[src/design/sist_pkg.sv]
// ----------------------------------------------------------------------------
// sist_pkg: shared types for the sorted integer set table
// Request and status codes, controller states, and the command and status
// groups that pass between the controller and the datapath.
// ----------------------------------------------------------------------------
package sist_pkg;

  localparam int unsigned ValueW  = 32;
  localparam int unsigned MemberW = 31;
  localparam int unsigned ReqW    = 2;
  localparam int unsigned StatusW = 3;

  typedef enum logic [ReqW-1:0] {
    REQ_ADD   = 2'd0,
    REQ_ERASE = 2'd1,
    REQ_TEST  = 2'd2,
    REQ_LIST  = 2'd3
  } req_e;

  typedef enum logic [StatusW-1:0] {
    ST_OK        = 3'd0,
    ST_ADD_ERR   = 3'd1,
    ST_ERASE_ERR = 3'd2,
    ST_FULL      = 3'd3,
    ST_EMPTY     = 3'd4
  } status_e;

  typedef enum logic [1:0] {
    S_IDLE = 2'd0,
    S_EXEC = 2'd1,
    S_LIST = 2'd2
  } state_e;

  // controller -> datapath
  typedef struct packed {
    logic capture;      // latch the incoming request
    logic exec_single;  // run a single-result request and load its word
    logic list_start;   // reset the listing counter
    logic list_step;    // emit the lowest cell and rotate
  } sist_cmd_t;

  // datapath -> controller
  typedef struct packed {
    logic list_req;     // captured request is a listing
    logic empty;        // no members held
    logic list_last;    // current listing word is the final one
  } sist_stat_t;

endpackage

[src/design/sist_ctrl.sv]
// ----------------------------------------------------------------------------
// sist_ctrl: request sequencer
// Takes a request, runs it in the datapath and paces result words against
// the output handshake.
// ----------------------------------------------------------------------------
module sist_ctrl
  import sist_pkg::*;
(
  input  logic       clk_i,
  input  logic       rst_ni,
  input  logic       in_valid_i,
  output logic       in_ready_o,
  input  logic       out_ready_i,
  output logic       out_valid_o,
  input  sist_stat_t stat_i,
  output sist_cmd_t  cmd_o
);

  state_e state_q, state_d;
  logic   out_valid_q, out_valid_d;
  logic   can_load;

  // result register is free or being emptied this cycle
  assign can_load = !out_valid_q || out_ready_i;

  always_comb begin
    state_d    = state_q;
    cmd_o      = '0;
    in_ready_o = 1'b0;

    case (state_q)
      S_IDLE: begin
        in_ready_o = 1'b1;
        if (in_valid_i) begin
          cmd_o.capture = 1'b1;
          state_d       = S_EXEC;
        end
      end
      S_EXEC: begin
        if (stat_i.list_req && !stat_i.empty) begin
          cmd_o.list_start = 1'b1;
          state_d          = S_LIST;
        end else if (can_load) begin
          cmd_o.exec_single = 1'b1;
          state_d           = S_IDLE;
        end
      end
      S_LIST: begin
        if (can_load) begin
          cmd_o.list_step = 1'b1;
          if (stat_i.list_last) begin
            state_d = S_IDLE;
          end
        end
      end
      default: begin
        state_d = S_IDLE;
      end
    endcase

    if (cmd_o.exec_single || cmd_o.list_step) begin
      out_valid_d = 1'b1;
    end else if (out_ready_i) begin
      out_valid_d = 1'b0;
    end else begin
      out_valid_d = out_valid_q;
    end
  end

  always_ff @(posedge clk_i or negedge rst_ni) begin
    if (!rst_ni) begin
      state_q     <= S_IDLE;
      out_valid_q <= 1'b0;
    end else begin
      state_q     <= state_d;
      out_valid_q <= out_valid_d;
    end
  end

  assign out_valid_o = out_valid_q;

endmodule
[config.mk]
export PLATFORM = sky130hd
export DESIGN_NAME = sist_ctrl
export DESIGN_NICKNAME = d
export VERILOG_FILES = /design/src/design/sist_pkg.sv /design/src/design/sist_ctrl.sv
export SDC_FILE = /design/constraint.sdc
export NUM_CORES = 1
export LEC_CHECK = 0
export BUFFER_PORTS_ARGS = -buffer_cell sky130_fd_sc_hd__buf_2
export CORE_AREA = 3 3 40 42
export CTS_BUF_LIST = sky130_fd_sc_hd__clkbuf_8
export CTS_CLUSTER_SIZE = 24
export DETAILED_ROUTE_END_ITERATION = 8
export DIE_AREA = 0 0 43 45
export GPL_ROUTABILITY_DRIVEN = 0
export HOLD_SLACK_MARGIN = 0.05
export PLACE_DENSITY = 0.39
export SKIP_LAST_GASP = 1
export SYNTH_ARGS = -nofsm -noshare
export SYNTH_HDL_FRONTEND = slang
export SYNTH_SLANG_ARGS = --single-unit
[constraint.sdc]
create_clock -name clk_i -period 2.9 [get_ports clk_i]
set_clock_uncertainty 0.2 [all_clocks]
set_input_delay 0.435 -clock clk_i [delete_from_list [all_inputs] [get_ports clk_i]]
set_output_delay 0.435 -clock clk_i [all_outputs]
set_load 0.05 [all_outputs]
======== Word level (Yosys, flattened, before mapping) ========
Cells that the tools add are included.
storage, ports and cells
  flip-flop bits (word level) ............. 3
  output and inout port bits .............. 6
  bits of input ports ..................... 7
cells by class
  multiplexer cells ....................... 16
  equal/unequal tests ..................... 6
  reduce and logical (&&, ||, !) cells .... 8
operator list
  cell                                                                   count
  2-bit two-way mux                                                      6
  1-bit two-way mux                                                      9
  2-bit != test, second input constant                                   3
  2-bit case mux with 3 select lines                                     1
  4-bit AND reduction                                                    1
  3-bit != test, second input constant                                   1
  2-bit by 1-bit equality test with 1-bit output, second input constant  1
  2-bit equality test, second input constant                             1
  1-bit zero test                                                        2
  2-bit zero test                                                        1
  1-bit logical OR                                                       2
  2-bit nonzero test                                                     1
  1-bit logical AND                                                      1

======== Logic depth before layout (Yosys ltp) ========
Gate-level depths: netlist of the first run.
  depth in word-level cells ............... 7
  depth in mapped cells ................... 3
  mapped depth without buffers ............ 3

======== Worst setup path after synthesis of the first run ========
Ideal clock, no wire load.
  path kind ............................... register to output
  start ................................... register out_valid_q (netlist: out_valid_o)
  end ..................................... output port cmd_o[0] in the netlist's numbering
  data arrival time ....................... 1.457 ns
  slack ................................... 0.808 ns
  cell stages (with the launch flop) ...... 3
  cells stage by stage .................... dfrtp_1 -> nor2b_1 -> nor2_1
RTL lines
  what                    RTL line         text
  start, declared         sist_ctrl.sv:20  logic out_valid_q, out_valid_d;
  start signal, assigned  sist_ctrl.sv:76  out_valid_q <= out_valid_d;
  end, declared           sist_ctrl.sv:16  output sist_cmd_t cmd_o

==> metrics.txt, run 1 <==
Net Sw Frac 0.4292; endpoints failing hold 0; global-route track usage on met2 0.04491; maximum clock frequency 538.6 MHz; final antenna-violating net count 0; Comb power frac 0.449; DP Wirelength 324.5 um; setup tns final 0 ns; CTS tree yes; CTS resizes 0; top post-synthesis cells by area dfrtp_1 44%, nor2b_4 8.1%, nand2b_1 7.4%; mux share of post-synthesis cell area 0; Post-Synth Simple-Gate Area 0.4632; Post-Syn Nets 24; Flop pwr share 0.188; largest family of logic cells by synthesized area simple AND/OR/NAND/NOR gates; share of cells above drive strength 1 0.5294; Syn Area/Cell 10.01 um2; Clock power frac 0.362; Crit-path slowest cell dfrtp_1; Placeable Area 1285 um2; CTS Buf Count 3; clock transition at the registers of the reported paths 0.03 ns; RSZ-0062 raised after global routing no; Iteration-0 DRC Markers 5; later-pin clock latency in the skew report 0.22 ns; final worst-path cycle share 0.6402; Post-Synth XOR/XNOR Area 0; Startpoint Class flop; Ys Warns 0; largest stage delay on the critical path 0.39 ns; Crit path arrival time 1.22 ns; post-DR wirelength/cell 8.653 um; CTS H-Tree Depth 1; crit-path max FO 3; Post-Synth Adder-Cell Area 0; Most Crowded Layer GR met1; # diodes 0; register area share after synthesis 0.4412; Synth Register Bits 3; post-synthesis compound-gate area fraction 0.09559; peak supply drop 284.3 uV; First-pass DRT Iterations 2; NetSw 0.1409 mW; Die Area 1935 um2; post-synth cell types 11; WP data required 2.27 ns; dominant cell type by area after synthesis dfrtp_1; Via density 3.490; top-area cell type share of the netlist area 0.4412; fin nets 42; critical path endpoint category primary output; Starting Density 0.1324; die width 43 um; hold slack 0.3304 ns; port bufs 12; Post-Synthesis Cells 17; largest net degree at the start of global routing 6; antenna violations before repair 0; worst slew pin tran 0.3233 ns; Pwr Density 1079 nW/um2; status finished, final reports clean; Internal 0.1873 mW; final slew viol count 0; Layout fillers 142; Slew headroom 0.7840; kind of critical path flop to primary output; min Tclk post-route 1.857 ns; WL final 424 um; All-Layer GR Usage 0.05514; M1 GR Usage 0.07299; final setup fails 0; Post-Syn Area 170.2 um2; gr ovfl total 0; DR vias 171; Die H 45 um; cells along the critical path nor2b_2, nand2_1, nor2_1, buf_2; Post-route DRC 0; row cnt 13; Area Growth Syn to Fin 78.68%; Leakage 0.1599 nW; vias in the first global route 160; Boundary Pins 13; Global Route met3 Usage 0.04781; first-pass GRT wire length 669 um; root buffer cell clkbuf_8; max_cap viols 0; Clock Path Buffers 2; CTS sink count 3; Hold Crit Class input port to flop
registers in the layout (all words and copies together), names as in the netlist:
signal,flops
state_q,2
out_valid_o,1
critical path, delay by kind of cell, from the launching register on:
family,cells,cell delay (ns)
flip-flops,1,0.39
buffers and inverters,1,0.27
AND/OR/NAND/NOR,3,0.34
synthesized netlist by cell type:
cell,count
dfrtp_1,3
nor2_1,3
nand2b_1,2
nor2b_1,2
a31o_1,1
and2_4,1
nand2_1,1
nand3b_1,1
nor2b_2,1
nor2b_4,1
o21bai_1,1
cells in the final DEF, fill, tap and decap left out:
cell type,instances
nor2_1,3
nand2b_1,2
clkbuf_8,3
nand3b_1,1
inv_1,1
nor2b_1,2
dlygate4sd3_1,1
and2_4,1
buf_2,12
o21bai_1,1
nor2b_4,1
a31o_1,1
dfrtp_1,3
nor2b_2,1
nand2_1,1
per-stage QoR:
stage	worst slack (ns)	util	std cells	total power, mW	cell area (um2)
floorplan	0.8079	-	17	0.1785	170.2
detailed placement	1.122	0.1938	44	0.2097	249.0
CTS	1.033	0.2366	49	0.3339	304.0
global placement	1.146	0.1938	44	0.2105	249.0
global route	0.9459	0.2366	49	0.3498	304.0
finish	1.043	0.2366	49	0.3282	304.0
power by group through the flow:
stage / sequential [mW] / clock [mW] / combinational (mW)
after CTS: 0.0622 / 0.123 / 0.149
after detailed placement: 0.0617 / 0 / 0.148
after global placement: 0.0620 / 0 / 0.148
final: 0.0617 / 0.119 / 0.147
after global routing: 0.0637 / 0.130 / 0.156
after floorplan: 0.0833 / 0 / 0.0952
path summary, 6_finish.rpt:
kind	endpoint	depth (start not counted)	startpoint	slack [ns]
hold reg to reg	out_valid_o$_DFFE_PN0P_	2	state_q[1]$_DFFE_PN0P_	0.42
setup reg to reg	state_q[1]$_DFFE_PN0P_	3	state_q[0]$_DFFE_PN0P_	1.77
min in group asynchronous	state_q[1]$_DFFE_PN0P_	2	rst_ni	0.34
max in group asynchronous	state_q[0]$_DFFE_PN0P_	2	rst_ni	2.05
setup / recovery	cmd_o[2]	4	state_q[1]$_DFFE_PN0P_	1.04
hold / removal	state_q[1]$_DFFE_PN0P_	3	stat_i[0]	0.33
final cells by class:
type	instances	area, um2	area share
clock buffers	3	41.29	0.1358
clock inverters	1	3.754	0.01235
multi-input cells	14	95.09	0.3128
flip-flops and latches	3	75.07	0.2469
well taps	15	18.77	0.06173
repair buffers	13	70.07	0.2305
timing repair:
action,CTS,global route
hold buffers,1,0
endpoints found under the setup margin,0,0
endpoints found under the hold margin,3,0
buffers inserted,0,0
routing by layer:
layer  wire length, um  part of all wire  vias to the layer above
met4                 8             0.019                        0
met1               221              0.52                       69
met5                 0                 0                        -
met3                60              0.14                        2
li1                  -                 -                       88
met2               133              0.31                       12
cell families after synthesis:
group / Yosys count
flip-flops: 3
AO/OA/AOI/OAI: 2
AND/OR/NAND/NOR: 12
No activity file was read; power rests on OpenSTA's default activity.
==> run 2, diff against run 1 <==
Clock period 2.9 ns to 1.8 ns, I/O delays scaled along.
==> run 2 against run 1 <==
Compared with the run above:
- hold slack worse by 0.16 ns
- first-iteration DRC count is 40% lower
- via count is 3.5% higher
- sequential share of layout area is 0.20 points lower
- register-to-register slack worse by 1.1 ns
- die area stayed put
==> metrics.txt, run 2 (synthesized netlist as in run 1, its figures left out) <==
status finished, final reports clean; port bufs 12; area occupied by multi-input gates 97.59 um2; Crit-path slowest cell dfrtp_1; WL final 436 um; later-pin clock latency in the skew report 0.21 ns; max FFs per register 2; Crit path arrival time 1.22 ns; peak supply drop 478.6 uV; First-pass DRT Iterations 2; final antenna-violating net count 0; Clock Path Buffers 2; max_cap viols 0; DR vias 177; commonest non-fill, non-tap cell in the layout buf_2; Area Growth Syn to Fin 80.15%; antenna violations before repair 0; CTS H-Tree Depth 1; cells along the critical path nor2b_2, nand2_1, nor2_1, buf_2; RSZ-0062 raised after global routing no; DP Area 251.5 um2; root buffer cell clkbuf_8; worst slew pin tran 0.3265 ns; Hold Crit Class input port to flop; fin nets 42; most frequent cells in the layout 12 x buf_2, 3 x clkbuf_8, 3 x dfrtp_1; All-Layer GR Usage 0.05843; endpoints failing hold 0; Placeable Area 1285 um2; CTS tree yes; Via density 3.612; maximum clock frequency 590.7 MHz; final worst-path cycle share 0.9405; kind of critical path flop to primary output; Starting Density 0.1324; Post-route DRC 0; final setup fails 0; clock transition at the registers of the reported paths 0.03 ns; Layout fillers 147; row cnt 13; critical path endpoint category primary output; share of cells above drive strength 1 0.5588; final slew viol count 0; Reg with most FFs state_q; CTS sink count 3; # hold bufs at CTS 1; Die H 45 um; gr ovfl total 0; vias in the first global route 206; crit-path max FO 3; post-DR wirelength/cell 8.898 um; Leakage 0.1602 nW; Iteration-0 DRC Markers 3; # diodes 0; CTS Buf Count 3; Boundary Pins 13; Post-CTS Setup Inserts 0; largest stage delay on the critical path 0.39 ns; Die Area 1935 um2; Tot Pwr 0.5295 mW; Startpoint Class flop; first-pass GRT wire length 793 um; WP data required 1.33 ns; Slew headroom 0.7819; CTS resizes 0; die width 43 um; min Tclk post-route 1.693 ns; hold slack 0.1736 ns; Finished Cell Area 306.5 um2; largest net degree at the start of global routing 6; FF+latch area 75.07 um2; Pwr Density 1727 nW/um2
==> run 2: metrics by stage <==
stage / instances / setup TNS [ns] / setup WS [ns] / utilization
5_1_grt: 49 / 0 / 0.01576 / 0.2386
2_1_floorplan: 17 / -0.2542 / -0.1271 / -
3_5_place_dp: 44 / 0 / 0.3250 / 0.1957
6_report: 49 / 0 / 0.1072 / 0.2386
4_1_cts: 49 / 0 / 0.09240 / 0.2386
3_3_place_gp: 44 / 0 / 0.3436 / 0.1957
==> run 2: power breakdown <==
group	internal [mW]	switching [mW]	total, mW	leakage, nW
combinational	0.0700	0.170	0.240	0.0954
clock	0.145	0.0427	0.188	0.0269
sequential	0.0882	0.0134	0.102	0.0380
total	0.303	0.226	0.530	0.160
==> run 2: cell type report <==
type | instances | area share
Clock buffer | 3 | 0.1347
Timing Repair Buffer | 13 | 0.2286
Clock inverter | 1 | 0.01224
Multi-Input combinational cell | 14 | 0.3184
Sequential cell | 3 | 0.2449
Tap cell | 15 | 0.06122
==> run 2: worst paths after layout <==
kind	start	endpoint	slack, ns	depth (start not counted)
setup reg to reg	out_valid_o$_DFFE_PN0P_	state_q[1]$_DFFE_PN0P_	0.65	3
min in group asynchronous	rst_ni	state_q[0]$_DFFE_PN0P_	0.18	2
hold reg to reg	state_q[1]$_DFFE_PN0P_	out_valid_o$_DFFE_PN0P_	0.42	2
max in group asynchronous	rst_ni	out_valid_o$_DFFE_PN0P_	1.11	2
hold / removal	stat_i[0]	state_q[1]$_DFFE_PN0P_	0.17	3
setup / recovery	state_q[1]$_DFFE_PN0P_	cmd_o[2]	0.11	4
==> run 2: per-layer routing <==
layer  up-vias  GRT usage  routed length, um
li1         89          -                  -
met5         -          0                  0
met2        12    0.08683                179
met3         0    0.03586                 51
met1        76    0.06311                206
met4         0    0.03614                  0
==> run 2: worst max-delay path, delay by kind of cell, from the launching register on <==
| kind | cells | cell delay (ns) |
|---|---|---|
| simple gates | 3 | 0.35 |
| buf+inv | 1 | 0.27 |
| flops | 1 | 0.39 |
