$ cat src/design/sist_pkg.sv
// ----------------------------------------------------------------------------
// sist_pkg: shared types for the sorted integer set table
// Request and status codes, controller states, and the command and status
// groups that pass between the controller and the datapath.
// ----------------------------------------------------------------------------
package sist_pkg;

  localparam int unsigned ValueW  = 32;
  localparam int unsigned MemberW = 31;
  localparam int unsigned ReqW    = 2;
  localparam int unsigned StatusW = 3;

  typedef enum logic [ReqW-1:0] {
    REQ_ADD   = 2'd0,
    REQ_ERASE = 2'd1,
    REQ_TEST  = 2'd2,
    REQ_LIST  = 2'd3
  } req_e;

  typedef enum logic [StatusW-1:0] {
    ST_OK        = 3'd0,
    ST_ADD_ERR   = 3'd1,
    ST_ERASE_ERR = 3'd2,
    ST_FULL      = 3'd3,
    ST_EMPTY     = 3'd4
  } status_e;

  typedef enum logic [1:0] {
    S_IDLE = 2'd0,
    S_EXEC = 2'd1,
    S_LIST = 2'd2
  } state_e;

  // controller -> datapath
  typedef struct packed {
    logic capture;      // latch the incoming request
    logic exec_single;  // run a single-result request and load its word
    logic list_start;   // reset the listing counter
    logic list_step;    // emit the lowest cell and rotate
  } sist_cmd_t;

  // datapath -> controller
  typedef struct packed {
    logic list_req;     // captured request is a listing
    logic empty;        // no members held
    logic list_last;    // current listing word is the final one
  } sist_stat_t;

endpackage

$ cat src/design/sist_datapath.sv
// ----------------------------------------------------------------------------
// sist_datapath: member cells, request latch and result register
// Each cell compares against the latched value in parallel; insert and
// erase move data between neighbouring cells only; listing wraps cell 0 to top.
// ----------------------------------------------------------------------------
module sist_datapath
  import sist_pkg::*;
#(
  parameter int unsigned CAPACITY = 8
) (
  input  logic                     clk_i,
  input  logic                     rst_ni,
  input  logic [ReqW-1:0]          req_type_i,
  input  logic signed [ValueW-1:0] value_i,
  input  sist_cmd_t                cmd_i,
  output sist_stat_t               stat_o,
  output logic [StatusW-1:0]       status_o,
  output logic                     found_o,
  output logic [MemberW-1:0]       member_o,
  output logic                     last_o
);

  localparam int unsigned CntW = $clog2(CAPACITY + 1);
  localparam logic [CntW-1:0] CapCnt = CntW'(CAPACITY);

  // latched request
  req_e               req_q;
  logic               neg_q;
  logic [MemberW-1:0] val_q;

  // member cells, ascending in 0 .. count-1
  logic [MemberW-1:0] mem_q [CAPACITY];
  logic [MemberW-1:0] mem_d [CAPACITY];
  logic [CntW-1:0]    count_q, count_d;
  logic [CntW-1:0]    list_idx_q, list_idx_d;

  // result register
  logic [StatusW-1:0] status_q, status_d;
  logic               found_q, found_d;
  logic [MemberW-1:0] member_q, member_d;
  logic               last_q, last_d;

  logic [CAPACITY-1:0] cell_vld, hit, gt, ge;
  logic                hit_any, list_last;

  always_comb begin
    for (int i = 0; i < CAPACITY; i++) begin
      cell_vld[i] = CntW'(i) < count_q;
      hit[i]      = cell_vld[i] && !neg_q && (mem_q[i] == val_q);
      gt[i]       = cell_vld[i] && (mem_q[i] > val_q);
      ge[i]       = cell_vld[i] && (mem_q[i] >= val_q);
    end
  end

  assign hit_any   = |hit;
  assign list_last = (list_idx_q == count_q - CntW'(1));

  always_comb begin
    mem_d      = mem_q;
    count_d    = count_q;
    list_idx_d = list_idx_q;
    status_d   = status_q;
    found_d    = found_q;
    member_d   = member_q;
    last_d     = last_q;

    if (cmd_i.list_start) begin
      list_idx_d = '0;
    end

    if (cmd_i.exec_single) begin
      status_d = ST_OK;
      found_d  = 1'b0;
      member_d = '0;
      last_d   = 1'b1;
      case (req_q)
        REQ_ADD: begin
          if (neg_q) begin
            status_d = ST_ADD_ERR;
          end else if (hit_any) begin
            found_d = 1'b1;
          end else if (count_q == CapCnt) begin
            status_d = ST_FULL;
          end else begin
            // cells above the insert point move up by one
            for (int i = 0; i < CAPACITY; i++) begin
              if (i > 0 && gt[(i > 0) ? i - 1 : 0]) begin
                mem_d[i] = mem_q[(i > 0) ? i - 1 : 0];
              end else if (gt[i] || CntW'(i) == count_q) begin
                mem_d[i] = val_q;
              end
            end
            count_d = count_q + CntW'(1);
          end
        end
        REQ_ERASE: begin
          if (hit_any) begin
            found_d = 1'b1;
            // the hit cell and all above it take their upper neighbour
            for (int i = 0; i < CAPACITY - 1; i++) begin
              if (ge[i]) begin
                mem_d[i] = mem_q[i + 1];
              end
            end
            count_d = count_q - CntW'(1);
          end else begin
            status_d = ST_ERASE_ERR;
          end
        end
        REQ_TEST: begin
          found_d = hit_any;
        end
        REQ_LIST: begin
          status_d = ST_EMPTY;
        end
        default: begin
          status_d = ST_OK;
        end
      endcase
    end

    if (cmd_i.list_step) begin
      status_d = ST_OK;
      found_d  = 1'b0;
      member_d = mem_q[0];
      last_d   = list_last;
      // rotate the occupied cells down; cell 0 wraps to the top
      for (int i = 0; i < CAPACITY; i++) begin
        if (CntW'(i + 1) < count_q) begin
          mem_d[i] = mem_q[(i < CAPACITY - 1) ? i + 1 : i];
        end else if (CntW'(i + 1) == count_q) begin
          mem_d[i] = mem_q[0];
        end
      end
      list_idx_d = list_idx_q + CntW'(1);
    end
  end

  always_ff @(posedge clk_i or negedge rst_ni) begin
    if (!rst_ni) begin
      count_q    <= '0;
      list_idx_q <= '0;
    end else begin
      count_q    <= count_d;
      list_idx_q <= list_idx_d;
    end
  end

  always_ff @(posedge clk_i) begin
    mem_q    <= mem_d;
    status_q <= status_d;
    found_q  <= found_d;
    member_q <= member_d;
    last_q   <= last_d;
    if (cmd_i.capture) begin
      req_q <= req_e'(req_type_i);
      neg_q <= value_i[ValueW-1];
      val_q <= value_i[MemberW-1:0];
    end
  end

  assign stat_o.list_req  = (req_q == REQ_LIST);
  assign stat_o.empty     = (count_q == '0);
  assign stat_o.list_last = list_last;

  assign status_o = status_q;
  assign found_o  = found_q;
  assign member_o = member_q;
  assign last_o   = last_q;

endmodule

$ cat config.mk
export PLATFORM = sky130hd
export DESIGN_NAME = sist_datapath
export DESIGN_NICKNAME = d
export VERILOG_FILES = /design/src/design/sist_pkg.sv /design/src/design/sist_datapath.sv
export SDC_FILE = /design/constraint.sdc
export NUM_CORES = 2
export LEC_CHECK = 0
export BUFFER_PORTS_ARGS = -buffer_cell sky130_fd_sc_hd__buf_4
export CAP_MARGIN = 30
export CORE_MARGIN = 5
export CORE_UTILIZATION = 45
export CTS_BUF_LIST = sky130_fd_sc_hd__clkbuf_16
export DETAILED_ROUTE_END_ITERATION = 10
export PLACE_DENSITY = 0.62
export SLEW_MARGIN = 20
export SYNTH_ARGS = -nofsm -noshare
export SYNTH_HDL_FRONTEND = slang
export SYNTH_SLANG_ARGS = --single-unit
$ cat constraint.sdc
create_clock -name clk_i -period 6.8 [get_ports clk_i]
set_clock_uncertainty 0.2 [all_clocks]
set_input_delay 0.34 -clock clk_i [delete_from_list [all_inputs] [get_ports clk_i]]
set_output_delay 0.34 -clock clk_i [all_outputs]
set_load 0.05 [all_outputs]
### Yosys cells after proc, flatten, opt, wreduce, memory -nomap -nowiden

Cells that the tools add are included.

| operators by class | value |
|---|---|
| $add $sub $neg | 3 |
| magnitude comparators | 24 |
| eq/ne operators | 27 |
| mux-type cells | 65 |
| reductions and logical operators | 47 |

Operators with widths:

| cell | number |
|---|---|
| $mux 31 | 41 |
| $mux 248 | 5 |
| $pmux 217 s2 | 1 |
| $eq 31x31->1 | 8 |
| $gt 31x31->1 | 8 |
| $ge 31x31->1 | 7 |
| $mux 217 | 1 |
| $logic_and 1x1->1 | 31 |
| $mux 4 | 6 |
| $eq 3x4->1 const A | 4 |
| $lt 3x4->1 const A | 4 |
| $ne 2x2->1 const B | 5 |
| $pmux 3 s3 | 1 |
| $add 4x1->4 const B | 2 |
| $eq 2x4->1 const A | 2 |
| $logic_or 1x1->1 | 8 |
| $lt 1x4->1 const A | 2 |
| $lt 2x4->1 const A | 2 |
| $mux 2 | 4 |
| $pmux 4 s2 | 1 |
| $reduce_or 8->1 | 1 |
| $reduce_and 6->1 | 1 |
| $reduce_bool 2->1 | 3 |
| $eq 1x4->1 const A | 1 |
| 13 further kinds | 17 |

| word-level totals | value |
|---|---|
| bits in registers | 326 |
| input port bits | 40 |
| output and inout port bits | 39 |
| word-level logic and storage cells | 183 |

### Logic depth before layout (Yosys ltp)

| logic depth | value |
|---|---|
| depth in word-level cells | 13 |
| depth in mapped cells | 17 |

### Least setup slack after synthesis

Ideal clock, no wire load.

| path | value |
|---|---|
| kind | reg2reg |
| from | reg val_q[20] |
| to | reg mem_q[211] (netlist name) |
| setup time | 126 ps |
| data arrival time | 3760 ps |
| data required time | 6474 ps |
| setup slack | 2714 ps |
| stages on the path, launching flop included | 15 |
| path buffers | 2 |
| period minus slack after synthesis | 4086 ps |
| path through | edfxtp_1 inv_1 ha_1 nand4_1 or4_1 or4_1 o32ai_1 a2111oi_0 buf_2 or4b_1 a21oi_2 buf_2 a21oi_1 a221oi_1 a21oi_1 |

RTL lines:

| element | RTL line | text |
|---|---|---|
| from (decl) | sist_datapath.sv:29 | `logic [MemberW-1:0] val_q;` |
| from (signal assigned) | sist_datapath.sv:158 | `val_q <= value_i[MemberW-1:0];` |
| to (signal assigned) | sist_datapath.sv:150 | `mem_q <= mem_d;` |
| to (decl) | sist_datapath.sv:32 | `logic [MemberW-1:0] mem_q [CAPACITY];` |

==> results.md <==
- Flop pwr share: 28.8%
- Synth area leaders: edfxtp_1, dfxtp_1, ha_1
- Cell with the most instances after synthesis: nand2_1
- Synth top cells by count: nand2_1, a21oi_1, clkbuf_1
- CTS tree: done
- Status: completed
- GRT overflow: 0
- Layout cell share with drive strength beyond 1: 8.13%
- Area grow syn2layout: 12.2%
- Crit-path cells: inv_1, ha_1, nand4_1, or4_1, or4_1, o32ai_1, a2111oi_2, buf_4, nand2_2, a21oi_1, o32ai_4, buf_4, a222oi_1, inv_1
- Antenna diodes: 0
- R2R depth: 14
- Fillcell total: 6068
- VDD IR max: 0.000263 V
- GR Util met2: 55.4%
- Detailed placement HPWL: 85600 um
- NumNets Final: 3930
- Max transition margin: 28.4%
- Post-synth ARST share: 2.45%
- Clock transition at path regs: 0.06 ns
- RR Startpoint: val_q[21]$_DFFE_PP_
- Post-Syn Area: 28300 um^2
- Horiz. Die Dim: 261 um
- Largest net degree at the start of global routing: 73
- Crit path required time: 7.06 ns
- Top-level port count: 79
- Critical-path top delay cell: o32ai_4
- Worst Setup End Kind: flip-flop
- Critical R2R Capture: mem_q[223]$_DFFE_PP_
- Cell family with most CP delay: simple AND/OR/NAND/NOR gates
- Routed vias/inst: 7.04
- Worst-path fanout max: 18
- DRC: 0
- Mean post-synth cell area: 7.57 um^2
- Bufs and invs on worst path: 4
- Antenna violations before repair: 2
- Vias in the first global route: 29400
- Clock tree sinks: 326
- Clk_lat worst skew: 0.59 ns
- GRT Util Overall: 37.3%
- Sum Neg Setup Slack: 0 ns
- Die H: 261 um
- Worst Setup Path Type: flip-flop to flip-flop
- I/O Buffers: 78
- Syn_nets: 4039
- R2R setup slack: 0.95 ns
- Root Driver: clkbuf_16
- Post-route clock period utilization: 86.0%
- Startpoint types: flip-flop
- Die Footprint: 68000 um^2
- Hold Path Cell Cnt: 1
- Leading area contributor after synthesis: edfxtp_1
- Pleak: 0.0130 uW
- Pint: 7550 uW
- # H-tree levels: 2
- Vias: 31800
- Pre-Repair DR Iteration Count: 9
- RSZ-0062 raised after global routing: no
- Final Hold Violating Endpoints: 0
- Initial Utilization: 45.1%
- Bufs on Longest Clock Path: 3
- First-pass GRT wire length: 193000 um
- Cell Rows: 92
- Worst-Margin Slew: 1.07 ns
- Busiest grt layer: met2
- Grt met3 use: 9.80%
- Clock power frac: 16.8%
- Min-delay worst type: input port to flip-flop
- CTS Buf Count: 43
- Switching power share of the total: 51.3%
- CP Launch Point: val_q[21]$_DFFE_PP_
- Ys Warns: 0
- Switching Power: 7940 uW
- Final Setup Violations: 0
- Tmin final: 5.85 ns
- Crit-path max cell delay: 0.80 ns
- Average wire per standard cell: 29.4 um
- Pwr dens: 487 nW/um^2
- Final GP Congestion: 1.02
- ANT nets after route: 0
- Final Slew Violations: 0
- Final core utilization: 50.6%
- Hold Path End: val_q[23]$_DFFE_PP_
- Final WL: 133000 um
- Beginning of the worst hold path: cmd_i[3]
- Top cell type's share of synthesized area: 13.6%
- Fmax: 171 MHz
- First-iteration detailed-routing DRC count: 4637
- Comb power frac: 54.4%
- Maxcap violations: 0
- Multi-input logic area: 18900 um^2
- Met1 usage: 47.3%
- Post-synth EDFFs: 128
- Yosys cell types: 68
- Sequential area share after synthesis: 27.7%
- #FFs+latches synth: 326
- Core area: 62700 um^2
- Register Area: 7850 um^2
- Arr. time, crit path: 6.11 ns
- Commonest register cell after synthesis: dfxtp_1
- Mapped Cells: 3742
[metal layers]
layer  part of all wire (%)  wire, um
met1                     37     49200
met2                     41     55000
met3                     13     17000
met4                    8.5     11300
met5                      0         0
[cells by family after synthesis]
group | Yosys count | share of synthesized area (%)
compound gates | 1503 | 35.3
simple gates | 1124 | 17.5
buf+inv | 487 | 6.61
flops | 326 | 27.7
fa+ha+maj | 257 | 11.4
mux | 33 | 1.17
xor+xnor | 12 | 0.371
[metrics by stage]
step           total power (uW)  hold WS, ns  instances  instance area [um^2]  setup WS (ns)
2_1_floorplan              9320       -0.156       3742                 28300           2.71
3_3_place_gp              12300      -0.0331       4387                 29600           1.21
3_5_place_dp              12400      -0.0318       4392                 29800           1.17
4_1_cts                   15100        0.145       4510                 31700           1.16
5_1_grt                   16200        0.155       4513                 31800          0.826
6_report                  15500        0.139       4513                 31800          0.953
[layout make-up]
cell class	instances	share of cell area, %
flip-flops and latches	326	24.7
multi-input cells	2929	59.6
repair buffers	215	6.08
well taps	846	3.33
clock inverters	34	1.39
inverters	118	1.39
clock buffers	45	3.54
[how the worst max path moves through the flow]
stage	to	slack, ns	cells past startpoint
2_1_floorplan	mem_q[211]$_DFF_P_	2.71	14
3_3_place_gp	mem_q[223]$_DFFE_PP_	1.21	14
3_5_place_dp	mem_q[223]$_DFFE_PP_	1.17	14
4_1_cts	mem_q[223]$_DFFE_PP_	1.16	14
5_1_grt	mem_q[223]$_DFFE_PP_	0.83	14
6_report	mem_q[223]$_DFFE_PP_	0.95	14
[placed cells by master, fill, tap and decap left out, types with 44 or more instances in the layout]
| cell | synthesis | routed |
|---|---|---|
| nor3_1 | 45 | 44 |
| a221o_1 | 75 | 74 |
| o22ai_1 | 62 | 62 |
| nor2_1 | 270 | 263 |
| dfxtp_1 | 190 | 190 |
| inv_1 | 118 | 126 |
| o211ai_1 | 117 | 117 |
| o21ai_1 | 93 | 89 |
| nand4_1 | 48 | 48 |
| o21ai_0 | 260 | 259 |
| a21oi_1 | 359 | 356 |
| o221ai_1 | 112 | 112 |
| buf_4 | 1 | 158 |
| ha_1 | 257 | 256 |
| edfxtp_1 | 128 | 128 |
| nand2_1 | 496 | 492 |
| a21o_1 | 105 | 103 |
| a211oi_1 | 44 | 44 |
| nand3_1 | 114 | 111 |
| clkbuf_16 | 0 | 45 |
[power by group through the flow]
stage | combinational (uW) | sequential, uW | clock [uW]
2_1_floorplan | 5570 | 3760 | 0
3_3_place_gp | 7930 | 4420 | 0
3_5_place_dp | 8030 | 4410 | 0
4_1_cts | 8080 | 4370 | 2620
5_1_grt | 8990 | 4510 | 2690
6_report | 8420 | 4460 | 2610
[flip-flops by register name, summed over array words and instances, names as in the netlist]
| signal | count |
|---|---|
| req_q | 2 |
| status_o | 3 |
| neg_q | 1 |
| member_o | 31 |
| count_q | 4 |
| list_idx_q | 4 |
| mem_q | 248 |
| found_o | 1 |
| val_q | 31 |
| last_o | 1 |
[what timing repair did]
| action | 4_1_cts | 5_1_grt |
|---|---|---|
| endpoints found under the hold margin | 49 | 0 |
| resized for setup | 0 | 0 |
| buffers inserted | 0 | 0 |
| hold buffers | 39 | 0 |
Note: power is estimated with default switching activity, not from simulation.
